===== config.mk =====
export PLATFORM = sky130hd
export DESIGN_NAME = periodic_task_dispatcher_core
export DESIGN_NICKNAME = d
export VERILOG_FILES = /design/src/pdisp_pkg.sv /design/src/pdisp_ctrl.sv /design/src/pdisp_dp.sv /design/src/periodic_task_dispatcher_core.sv
export SDC_FILE = /design/constraint.sdc
export NUM_CORES = 1
export LEC_CHECK = 0
export BUFFER_PORTS_ARGS = -buffer_cell sky130_fd_sc_hd__buf_2
export CORE_ASPECT_RATIO = 0.9
export CORE_MARGIN = 5
export CORE_UTILIZATION = 55
export CTS_CLUSTER_DIAMETER = 120
export DETAILED_ROUTE_END_ITERATION = 10
export PLACE_DENSITY = 0.76
export SETUP_SLACK_MARGIN = 0.02
export SLEW_MARGIN = 20
export SYNTH_ARGS = -nofsm -noshare
export SYNTH_HDL_FRONTEND = slang
export SYNTH_SLANG_ARGS = --single-unit

===== constraint.sdc =====
create_clock -name clock -period 18.99 [get_ports clock]
set_input_delay 3.798 -clock clock [delete_from_list [all_inputs] [get_ports clock]]
set_output_delay 3.798 -clock clock [all_outputs]
set_load 0.02 [all_outputs]

===== src/pdisp_pkg.sv =====
// Shared constants, codes and control types of the periodic task dispatcher.
`default_nettype none
package pdisp_pkg;
   localparam int MaxTasks = 8;
   localparam int IdxW     = (MaxTasks > 1) ? $clog2(MaxTasks) : 1;
   localparam int CntW     = $clog2(MaxTasks + 1);
   localparam int TimeW    = 32;
   localparam int KindW    = 2;
   localparam int EvW      = 2;
   localparam int WantW    = 3;
   localparam int SlotW    = 3;
   localparam int InUseW   = 4;
   localparam int ReqDataW = 72;
   localparam int RspDataW = 8;

   localparam logic [KindW-1:0] KindRegister = 2'd0;
   localparam logic [KindW-1:0] KindTick     = 2'd1;
   localparam logic [KindW-1:0] KindFire     = 2'd2;

   localparam logic [EvW-1:0] EvRegistered = 2'd0;
   localparam logic [EvW-1:0] EvRejected   = 2'd1;
   localparam logic [EvW-1:0] EvFired      = 2'd2;
   localparam logic [EvW-1:0] EvNone       = 2'd3;

   typedef struct packed {
      logic load;
      logic single;
      logic scan_step;
      logic emit;
   } dp_cmd_type;

   typedef struct packed {
      logic scan_done;
      logic out_free;
      logic due_empty;
      logic due_final;
   } dp_status_type;
endpackage
`default_nettype wire


===== src/pdisp_ctrl.sv =====
// Controller state machine that sequences accept, table scan and result beats.
`default_nettype none
module pdisp_ctrl
   import pdisp_pkg::*;
(
   input  wire logic             clock,
   input  wire logic             reset,
   input  wire logic             req_tvalid,
   input  wire logic [KindW-1:0] req_kind,
   output logic                  req_tready,
   output dp_cmd_type            cmd,
   input  dp_status_type         status
);
   typedef enum logic [1:0] {ST_IDLE, ST_SINGLE, ST_SCAN, ST_EMIT} state_type;

   state_type state_ff, state_in;
   logic      ready_ff;

   always_comb begin
      state_in = state_ff;
      cmd      = '0;
      case (state_ff)
         ST_IDLE: begin
            if (req_tvalid && ready_ff) begin
               cmd.load = 1'b1;
               state_in = (req_kind == KindTick) ? ST_SCAN : ST_SINGLE;
            end
         end
         ST_SINGLE: begin
            if (status.out_free) begin
               cmd.single = 1'b1;
               state_in   = ST_IDLE;
            end
         end
         ST_SCAN: begin
            if (status.scan_done) begin
               state_in = ST_EMIT;
            end else begin
               cmd.scan_step = 1'b1;
            end
         end
         ST_EMIT: begin
            if (status.out_free) begin
               cmd.emit = 1'b1;
               if (status.due_empty || status.due_final) begin
                  state_in = ST_IDLE;
               end
            end
         end
         default: begin
            state_in = ST_IDLE;
         end
      endcase
   end

   always_ff @(posedge clock) begin
      if (reset) begin
         state_ff <= ST_IDLE;
         ready_ff <= 1'b1;
      end else begin
         state_ff <= state_in;
         ready_ff <= (state_in == ST_IDLE);
      end
   end

   assign req_tready = ready_ff;
endmodule
`default_nettype wire


===== src/pdisp_dp.sv =====
// Datapath with the task tables, the scan counter, the due mask and the result register.
`default_nettype none
module pdisp_dp
   import pdisp_pkg::*;
(
   input  wire logic                clock,
   input  wire logic                reset,
   input  dp_cmd_type               cmd,
   output dp_status_type            status,
   input  wire logic [KindW-1:0]    in_kind,
   input  wire logic [TimeW-1:0]    in_now,
   input  wire logic [TimeW-1:0]    in_interval,
   input  wire logic [WantW-1:0]    in_want,
   input  wire logic                rsp_tready,
   output logic                     rsp_tvalid,
   output logic [EvW-1:0]           rsp_event,
   output logic [SlotW-1:0]         rsp_slot,
   output logic [InUseW-1:0]        rsp_in_use,
   output logic                     rsp_last
);
   logic [KindW-1:0]  kind_ff;
   logic [TimeW-1:0]  now_ff;
   logic [TimeW-1:0]  interval_ff;
   logic [WantW-1:0]  want_ff;
   logic [CntW-1:0]   total_ff;
   logic [CntW-1:0]   idx_ff;
   logic [MaxTasks-1:0] due_ff;
   logic [TimeW-1:0]  period_mem [MaxTasks];
   logic [TimeW-1:0]  last_mem   [MaxTasks];

   logic              valid_ff;
   logic [EvW-1:0]    event_ff;
   logic [SlotW-1:0]  slot_ff;
   logic [InUseW-1:0] in_use_ff;
   logic              last_ff;

   logic [IdxW-1:0]   scan_idx;
   logic [IdxW-1:0]   fire_idx;
   logic [IdxW-1:0]   rd_idx;
   logic [TimeW-1:0]  elapsed;
   logic              is_due;
   logic              table_full;
   logic              fire_ok;
   logic [IdxW-1:0]   low_idx;
   logic [MaxTasks-1:0] due_rest;
   logic [EvW-1:0]    sgl_event;
   logic [SlotW-1:0]  sgl_slot;
   logic [CntW-1:0]   sgl_total;

   assign scan_idx   = idx_ff[IdxW-1:0];
   assign fire_idx   = IdxW'(want_ff);
   assign rd_idx     = (kind_ff == KindTick) ? scan_idx : fire_idx;
   assign elapsed    = now_ff - last_mem[rd_idx];
   assign is_due     = (elapsed >= period_mem[rd_idx]);
   assign table_full = (total_ff == CntW'(MaxTasks));
   assign fire_ok    = (32'(want_ff) < 32'(total_ff));
   assign due_rest   = due_ff & (due_ff - MaxTasks'(1));

   always_comb begin
      low_idx = '0;
      for (int i = MaxTasks - 1; i >= 0; i--) begin
         if (due_ff[i]) begin
            low_idx = IdxW'(i);
         end
      end
   end

   always_comb begin
      sgl_event = EvNone;
      sgl_slot  = '0;
      sgl_total = total_ff;
      case (kind_ff)
         KindRegister: begin
            if (table_full) begin
               sgl_event = EvRejected;
            end else begin
               sgl_event = EvRegistered;
               sgl_slot  = SlotW'(total_ff);
               sgl_total = total_ff + CntW'(1);
            end
         end
         KindFire: begin
            if (fire_ok) begin
               sgl_event = EvFired;
               sgl_slot  = SlotW'(want_ff);
            end
         end
         default: begin
            sgl_event = EvNone;
         end
      endcase
   end

   always_ff @(posedge clock) begin
      if (cmd.load) begin
         kind_ff     <= in_kind;
         now_ff      <= in_now;
         interval_ff <= in_interval;
         want_ff     <= in_want;
      end
      if (cmd.single && kind_ff == KindRegister && !table_full) begin
         period_mem[total_ff[IdxW-1:0]] <= interval_ff;
         last_mem[total_ff[IdxW-1:0]]   <= now_ff;
      end
      if (cmd.single && kind_ff == KindFire && fire_ok) begin
         last_mem[fire_idx] <= now_ff;
      end
      if (cmd.scan_step && is_due) begin
         last_mem[scan_idx] <= now_ff;
      end
      if (cmd.single) begin
         event_ff  <= sgl_event;
         slot_ff   <= sgl_slot;
         in_use_ff <= InUseW'(sgl_total);
         last_ff   <= 1'b1;
      end else if (cmd.emit) begin
         event_ff  <= (due_ff == '0) ? EvNone : EvFired;
         slot_ff   <= (due_ff == '0) ? '0 : SlotW'(low_idx);
         in_use_ff <= InUseW'(total_ff);
         last_ff   <= (due_rest == '0);
      end
   end

   always_ff @(posedge clock) begin
      if (reset) begin
         total_ff <= '0;
         idx_ff   <= '0;
         due_ff   <= '0;
         valid_ff <= 1'b0;
      end else begin
         if (cmd.single && kind_ff == KindRegister) begin
            total_ff <= sgl_total;
         end
         if (cmd.load) begin
            idx_ff <= '0;
            due_ff <= '0;
         end else if (cmd.scan_step) begin
            idx_ff <= idx_ff + CntW'(1);
            if (is_due) begin
               due_ff[scan_idx] <= 1'b1;
            end
         end else if (cmd.emit) begin
            due_ff <= due_rest;
         end
         if (cmd.single || cmd.emit) begin
            valid_ff <= 1'b1;
         end else if (rsp_tready) begin
            valid_ff <= 1'b0;
         end
      end
   end

   assign status.scan_done = (idx_ff == total_ff);
   assign status.out_free  = !valid_ff || rsp_tready;
   assign status.due_empty = (due_ff == '0);
   assign status.due_final = (due_rest == '0);

   assign rsp_tvalid = valid_ff;
   assign rsp_event  = event_ff;
   assign rsp_slot   = slot_ff;
   assign rsp_in_use = in_use_ff;
   assign rsp_last   = last_ff;
endmodule
`default_nettype wire


===== src/periodic_task_dispatcher_core.sv =====
// Register and fire-now items: the item is registered at accept, then its result beat once the
// output is free; the next item is accepted after that beat is registered. Tick items: the scan
// steps through each registered task in turn, then one result beat per cycle for each fired task
// (or one idle beat), all stalls excepted. The table scan uses a single subtract and compare.
// Synchronous reset empties the task table; table entries are not cleared.
`default_nettype none
module periodic_task_dispatcher_core
   import pdisp_pkg::*;
(
   input  wire logic                clock,
   input  wire logic                reset,
   input  wire logic                req_tvalid,
   output logic                     req_tready,
   input  wire logic [ReqDataW-1:0] req_tdata,  // now_ms, period_ms, task_index, zero pad
   input  wire logic [KindW-1:0]    req_tuser,  // kind
   output logic                     rsp_tvalid,
   input  wire logic                rsp_tready,
   output logic [RspDataW-1:0]      rsp_tdata,  // slot, tasks_in_use, zero pad
   output logic [EvW-1:0]           rsp_tuser,  // event_res
   output logic                     rsp_tlast
);
   dp_cmd_type        cmd;
   dp_status_type     status;
   logic [SlotW-1:0]  slot;
   logic [InUseW-1:0] in_use;

   pdisp_ctrl u_ctrl (
      .clock      (clock),
      .reset      (reset),
      .req_tvalid (req_tvalid),
      .req_kind   (req_tuser),
      .req_tready (req_tready),
      .cmd        (cmd),
      .status     (status)
   );

   pdisp_dp u_dp (
      .clock       (clock),
      .reset       (reset),
      .cmd         (cmd),
      .status      (status),
      .in_kind     (req_tuser),
      .in_now      (req_tdata[31:0]),
      .in_interval (req_tdata[63:32]),
      .in_want     (req_tdata[66:64]),
      .rsp_tready  (rsp_tready),
      .rsp_tvalid  (rsp_tvalid),
      .rsp_event   (rsp_tuser),
      .rsp_slot    (slot),
      .rsp_in_use  (in_use),
      .rsp_last    (rsp_tlast)
   );

   assign rsp_tdata = {1'b0, in_use, slot};
endmodule
`default_nettype wire


==> flow_summary.ini, run 1 <==
[clock_tree]
cts_setup_buffers = 0
cts.sinks = 611
cts_resized = 0
cts_buffers = 58
path_clk_slew_ns = 0.06
cts.hold.buffers_added = 0
clockBufferDepth = 3
clk_latency_ns = 0.61
root_buffer = clkbuf_16
cts_tree = done
cts_htree_levels = 2

[yosys]
synth_top_family_by_area = multiplexers
ys_seq_area_share_pct = 71.7
yosys_warnings = 0
yosys.area.top_type = edfxtp_1
yosysUniqueCellTypes = 70
synth_xor_xnor_area_share_pct = 1.18
async_flop_share_pct = 0
synth_top_area_share_pct = 70.1
synth_seq_cells = 611
synth_area_um2 = 25300
synth_edf_count = 590
muxShareOfSynthArea_pct = 14.1
ys.flop_type = edfxtp_1
synth_nets = 1493
syn_area_per_cell_um2 = 18.8
synth_compound_area_share_pct = 4.60
synth_simple_gate_area_share_pct = 3.66
synthAdderAreaFrac_pct = 3.57
synth_cells = 1345
synth.area.top_cells = edfxtp_1 70%, mux4_2 11%, ha_1 3.4%

[setup_path]
crit_required_ns = 19.22
cpMostUsedCell = buf_4
rrSetupSlack_ns = 10.69
critPathKind = reg2reg
crit_path_top_delay_cell = buf_4
critPathCaptureType = flop
cpLargestDelayFamily = compound AO/OA/AOI/OAI gates
crit_path_max_fanout = 42
worstReg2RegStart = u_dp.kind_ff[0]$_DFFE_PP_
critPathBufInv = 3
cp-start-kind = flop
arrival_ns = 8.53
crit_path_start = u_dp.kind_ff[0]$_DFFE_PP_
critPathMaxStageDelay_ns = 0.66

[drt]
viasPerCell = 6.07
drt_first_pass_iters = 5
dr.first_iter.drc_count = 1264
postRouteAntennaNets = 0
wirelength_mm = 51.6
wl_per_cell_um = 24.4
vias = 12833
route.detailed.drc = 0

[power]
p_seq_share_pct = 49.1
swShare_pct = 25.0
power_frac_comb_pct = 15.2
p_sw_uw = 790
p_leak_nw = 9.66
pwr-share-clk_pct = 35.7
ir_worst_vdd_v = 0.0000735
power_mw = 3.17
powerDensity_nw_per_um2 = 111
intPower_mw = 2.38

[sta]
timing.final.crit_share_pct = 43.7
fmax_mhz = 120
period_needed_ns = 8.30
setup_viol = 0
setup-tns-final_ns = 0
finClkSkew_ns = 0.0186
maxSlewViolCount = 0
hold_violations = 0
slew_headroom_pct = 43.8
worstMarginPinSlew_ns = 0.844
rsz0062_at_grt = no

[place]
placed_cells_incl_taps = 2006
port_buffers = 84
dp_hpwl_mm = 28.8
routabilityCongestion = 0.820

[final_layout]
final_cell_mix = 590 x edfxtp_1, 126 x mux4_2, 84 x buf_2
antenna_cells = 0
fin_nets = 1606
final_cells = 2113
drive_gt1_share_pct = 23.7
fin_util_pct = 62.7
syn_to_final_growth_pct = 12.6
multi_input_comb_area_um2 = 7070
register_area_um2 = 18100
n_fill_cell = 3082
final_common_cell = edfxtp_1

[grt]
antenna_found_initial = 0
grt_use_total_pct = 20.6
grt_pass1_vias = 13298
overflow = 0
grt_max_degree = 89
grt_pass1_wl_mm = 79.2

[floorplanning]
die_y_um = 213
io_pins = 91
coreArea_um2 = 45500
dieArea_um2 = 50400
fp.dieW_um = 236
start_util_pct = 55.6
num_rows = 74

[status]
outcome = complete, no violations

[worst_hold_path]
min_from = u_dp.rsp_last$_SDFFE_PP1P_
hold_class = reg2reg

[run]
maxCapViolations = 0
metrics by stage:
stage / area [um2] / hold slack, ns / setup WS [ns]
4_1_cts: 28500 / 0.510 / 10.66
5_1_grt: 28500 / 0.540 / 10.25
6_report: 28500 / 0.517 / 10.69
2_1_floorplan: 25300 / 0.499 / 9.32
3_5_place_dp: 26600 / 0.482 / 10.72
3_3_place_gp: 26600 / 0.490 / 10.87
cells in the mapped netlist, types with 2 or more instances:
library cell and count:
a31oi_1 7, o211ai_1 6, nand2b_1 10, nor3_1 12, nor2b_1 12, a22oi_1 3, buf_1 11, a211oi_1 3
ha_1 69, xor2_1 9, and3_1 2, clkbuf_1 25, inv_1 15, or2_2 3, nand3_1 13, maj3_1 2
or4_1 2, mux2_2 4, a21o_1 24, o22ai_1 5, a31o_2 2, o21bai_1 8, mux4_2 126, nor2_1 56
and2_1 5, nor3b_1 2, buf_2 17, o21a_1 3, o311ai_0 2, o21ai_1 4, nor4_1 2, dfxtp_1 21
nand2_1 40, nand4_1 17, a21oi_1 55, xnor2_1 25, o21ai_0 33, edfxtp_1 590, mux2i_1 69
worst paths after layout:
check | endpoint | cells past startpoint
max | u_dp.last_mem[1][17]$_DFFE_PP_ | 25
min reg2reg | u_dp.rsp_last$_SDFFE_PP1P_ | 2
min | u_dp.rsp_last$_SDFFE_PP1P_ | 2
max reg2reg | u_dp.last_mem[1][17]$_DFFE_PP_ | 25
state kept, by name, summed over array words and instances, names as in the netlist:
signal and cells:
u_dp.last_mem 256, u_dp.period_mem 256, u_dp.interval_ff 32, u_dp.now_ff 32, u_dp.due_ff 8, u_dp.idx_ff 4, u_dp.rsp_in_use 4, u_dp.total_ff 4
u_dp.fire_idx 3, u_dp.rsp_slot 3, u_ctrl.state_ff 2, u_dp.kind_ff 2, u_dp.rsp_event 2, u_ctrl.req_tready 1, u_dp.rsp_last 1, u_dp.rsp_tvalid 1
power by group through the flow:
stage | registers (mW) | logic (mW) | clock network [mW]
global placement | 1.58 | 0.466 | 0
floorplan | 1.57 | 0.345 | 0
global route | 1.56 | 0.532 | 1.21
detailed placement | 1.58 | 0.479 | 0
CTS | 1.55 | 0.485 | 1.15
finish | 1.55 | 0.483 | 1.13
logic make-up (layout without fill, tap and decap cells):
kind of cell | count (synthesis) | in the layout
flops | 611 | 611
simple gates | 186 | 186
buf+inv | 69 | 229
xor+xnor | 34 | 34
mux | 199 | 199
fa+ha+maj | 72 | 72
other cells | 1 | 1
compound gates | 173 | 173
tightest hold or removal path, delay by kind of cell, from the launching register on:
family	cells	cell delay, ns
compound gates	1	0.05
flops	1	0.32
simple gates	1	0.10
layer usage:
metal	vias up	global-route usage [%]	part of all wire, %
met5	-	0	0
met3	62	3.05	6.0
met1	6619	29.2	42
met4	0	4.96	1.8
met2	435	34.7	50
li1	5717	-	-
area by class of cell:
type                       instances  share of cell area (%)
tap                              608                    2.67
clock inverter                    34                    1.14
timing repair buffer             107                    2.14
inverter                          15                   0.198
multi-input combinational        665                    24.8
clock buffer                      73                    5.37
sequential                       611                    63.7
(Power assumes the default switching activity.)
==> run 2: changes to the inputs <==
- PLACE_DENSITY: 0.76 -> 0.79
- clock period: 18.99 -> 7.1 ns (I/O delays scaled with it)
==> flow_summary.ini, run 2 (synthesized netlist as in run 1, its figures left out) <==
[floorplanning]
dieArea_um2 = 50400
coreArea_um2 = 45500
fp.dieW_um = 236
num_rows = 74
start_util_pct = 55.6
die_y_um = 213
io_pins = 91

[clock_tree]
cts_setup_buffers = 0
cts_htree_levels = 2
cts.hold.buffers_added = 0
cts_resized = 0
cts_buffers = 58
clk_latency_ns = 0.61
root_buffer = clkbuf_16
path_clk_slew_ns = 0.06
cts.sinks = 611
clockBufferDepth = 3
cts_tree = done

[final_layout]
fin_nets = 1635
syn_to_final_growth_pct = 14.4
final_common_cell = edfxtp_1
n_fill_cell = 3008
drive_gt1_share_pct = 25.3
final_cell_mix = 590 x edfxtp_1, 126 x mux4_2, 84 x buf_2
antenna_cells = 0
fin_util_pct = 63.7

[drt]
viasPerCell = 6.07
postRouteAntennaNets = 0
wl_per_cell_um = 24.7
wirelength_mm = 53.0
vias = 13008
dr.first_iter.drc_count = 1239
drt_first_pass_iters = 5
route.detailed.drc = 0

[sta]
setup-tns-final_ns = 0
period_needed_ns = 6.69
timing.final.crit_share_pct = 94.2
maxSlewViolCount = 0
hold_violations = 0
rsz0062_at_grt = no
setup_viol = 0
slew_headroom_pct = 50.1
worstMarginPinSlew_ns = 0.749
fmax_mhz = 150
finClkSkew_ns = 0.0270

[power]
p_leak_nw = 9.85
ir_worst_vdd_v = 0.000195
powerDensity_nw_per_um2 = 299
power_mw = 8.65

[grt]
grt_pass1_vias = 13661
overflow = 0
grt_max_degree = 54
antenna_found_initial = 0
grt_pass1_wl_mm = 81.1
grt_use_total_pct = 21.1

[place]
port_buffers = 84
dp_hpwl_mm = 31.4
routabilityCongestion = 0.841

[setup_path]
critPathCaptureType = flop
crit_required_ns = 7.43
crit_path_max_fanout = 31
arrival_ns = 7.02
critPathKind = reg2reg
cp-start-kind = flop

[status]
outcome = complete, no violations

[worst_hold_path]
hold_class = reg2reg

[run]
maxCapViolations = 0
==> run 2: changes by cell type in the layout (fill, tap and decap cells not counted), sizes merged <==
| cell | delta |
|---|---|
| clkinv | -4 |
| buf | +29 |
| clkinvlp | +4 |
| clkbuf | +2 |
==> run 2: worst paths after layout <==
check | from | to | slack [ns] | depth (start not counted)
worst max register to register | u_dp.kind_ff[0]$_DFFE_PP_ | u_dp.last_mem[1][13]$_DFFE_PP_ | 0.41 | 27
worst min register to register | u_dp.rsp_last$_SDFFE_PP1P_ | u_dp.rsp_last$_SDFFE_PP1P_ | 0.50 | 2
worst max-delay path | u_dp.kind_ff[0]$_DFFE_PP_ | u_dp.last_mem[1][13]$_DFFE_PP_ | 0.41 | 27
worst min-delay path | u_dp.rsp_last$_SDFFE_PP1P_ | u_dp.rsp_last$_SDFFE_PP1P_ | 0.50 | 2
==> run 2: final cells by class <==
type | count | area (um2) | share of cell area (%)
sequential | 611 | 18100 | 62.7
multi-input combinational | 665 | 7080 | 24.5
clock buffer | 75 | 1590 | 5.49
timing repair buffer | 136 | 986 | 3.41
tap | 608 | 761 | 2.63
clock inverter | 34 | 330 | 1.14
inverter | 15 | 56.3 | 0.195
==> run 2: critical path, stage by stage (launching register included) <==
cell	delay, ns
edfxtp_1	0.43
nand2b_1	0.28
mux2i_4	0.31
buf_12	0.20
buf_4	0.21
mux4_2	0.54
mux2i_1	0.19
ha_1	0.28
nand4_2	0.15
nor2_2	0.17
o31ai_2	0.08
buf_4	0.17
a2111oi_4	0.43
o41ai_4	0.15
o22a_4	0.24
a311o_1	0.32
a221oi_2	0.25
ha_1	0.28
a21o_1	0.19
a21o_1	0.16
a21oi_1	0.20
o21ai_2	0.15
nor3_1	0.24
nor2_1	0.11
o41ai_4	0.07
buf_12	0.23
o21ai_4	0.10
buf_12	0.21
==> run 2: power by group <==
| group | switching (mW) | internal [mW] | leakage [nW] |
|---|---|---|---|
| logic | 0.793 | 0.605 | 3.42 |
| clock network | 1.30 | 1.80 | 0.920 |
| registers | 0.0893 | 4.06 | 5.51 |
| total | 2.18 | 6.47 | 9.85 |
==> run 2: per-stage QoR <==
stage	instances	setup WS, ns	hold WS [ns]	cell area (um2)
after detailed placement	2035	0.166	0.492	27000
final	2144	0.412	0.498	28900
after global placement	2035	0.281	0.485	27000
after CTS	2144	0.0658	0.504	28900
after global routing	2144	0.0525	0.517	28900
after floorplan	1345	-0.439	0.499	25300
==> run 2: per-layer routing <==
metal	part of all wire, %	global-route usage (%)	wire length, um	vias up
met2	50	35.5	26500	449
li1	-	-	-	5779
met5	0	0	0	-
met3	6.2	3.65	3260	100
met1	41	28.7	21500	6680
met4	3.1	7.25	1630	0
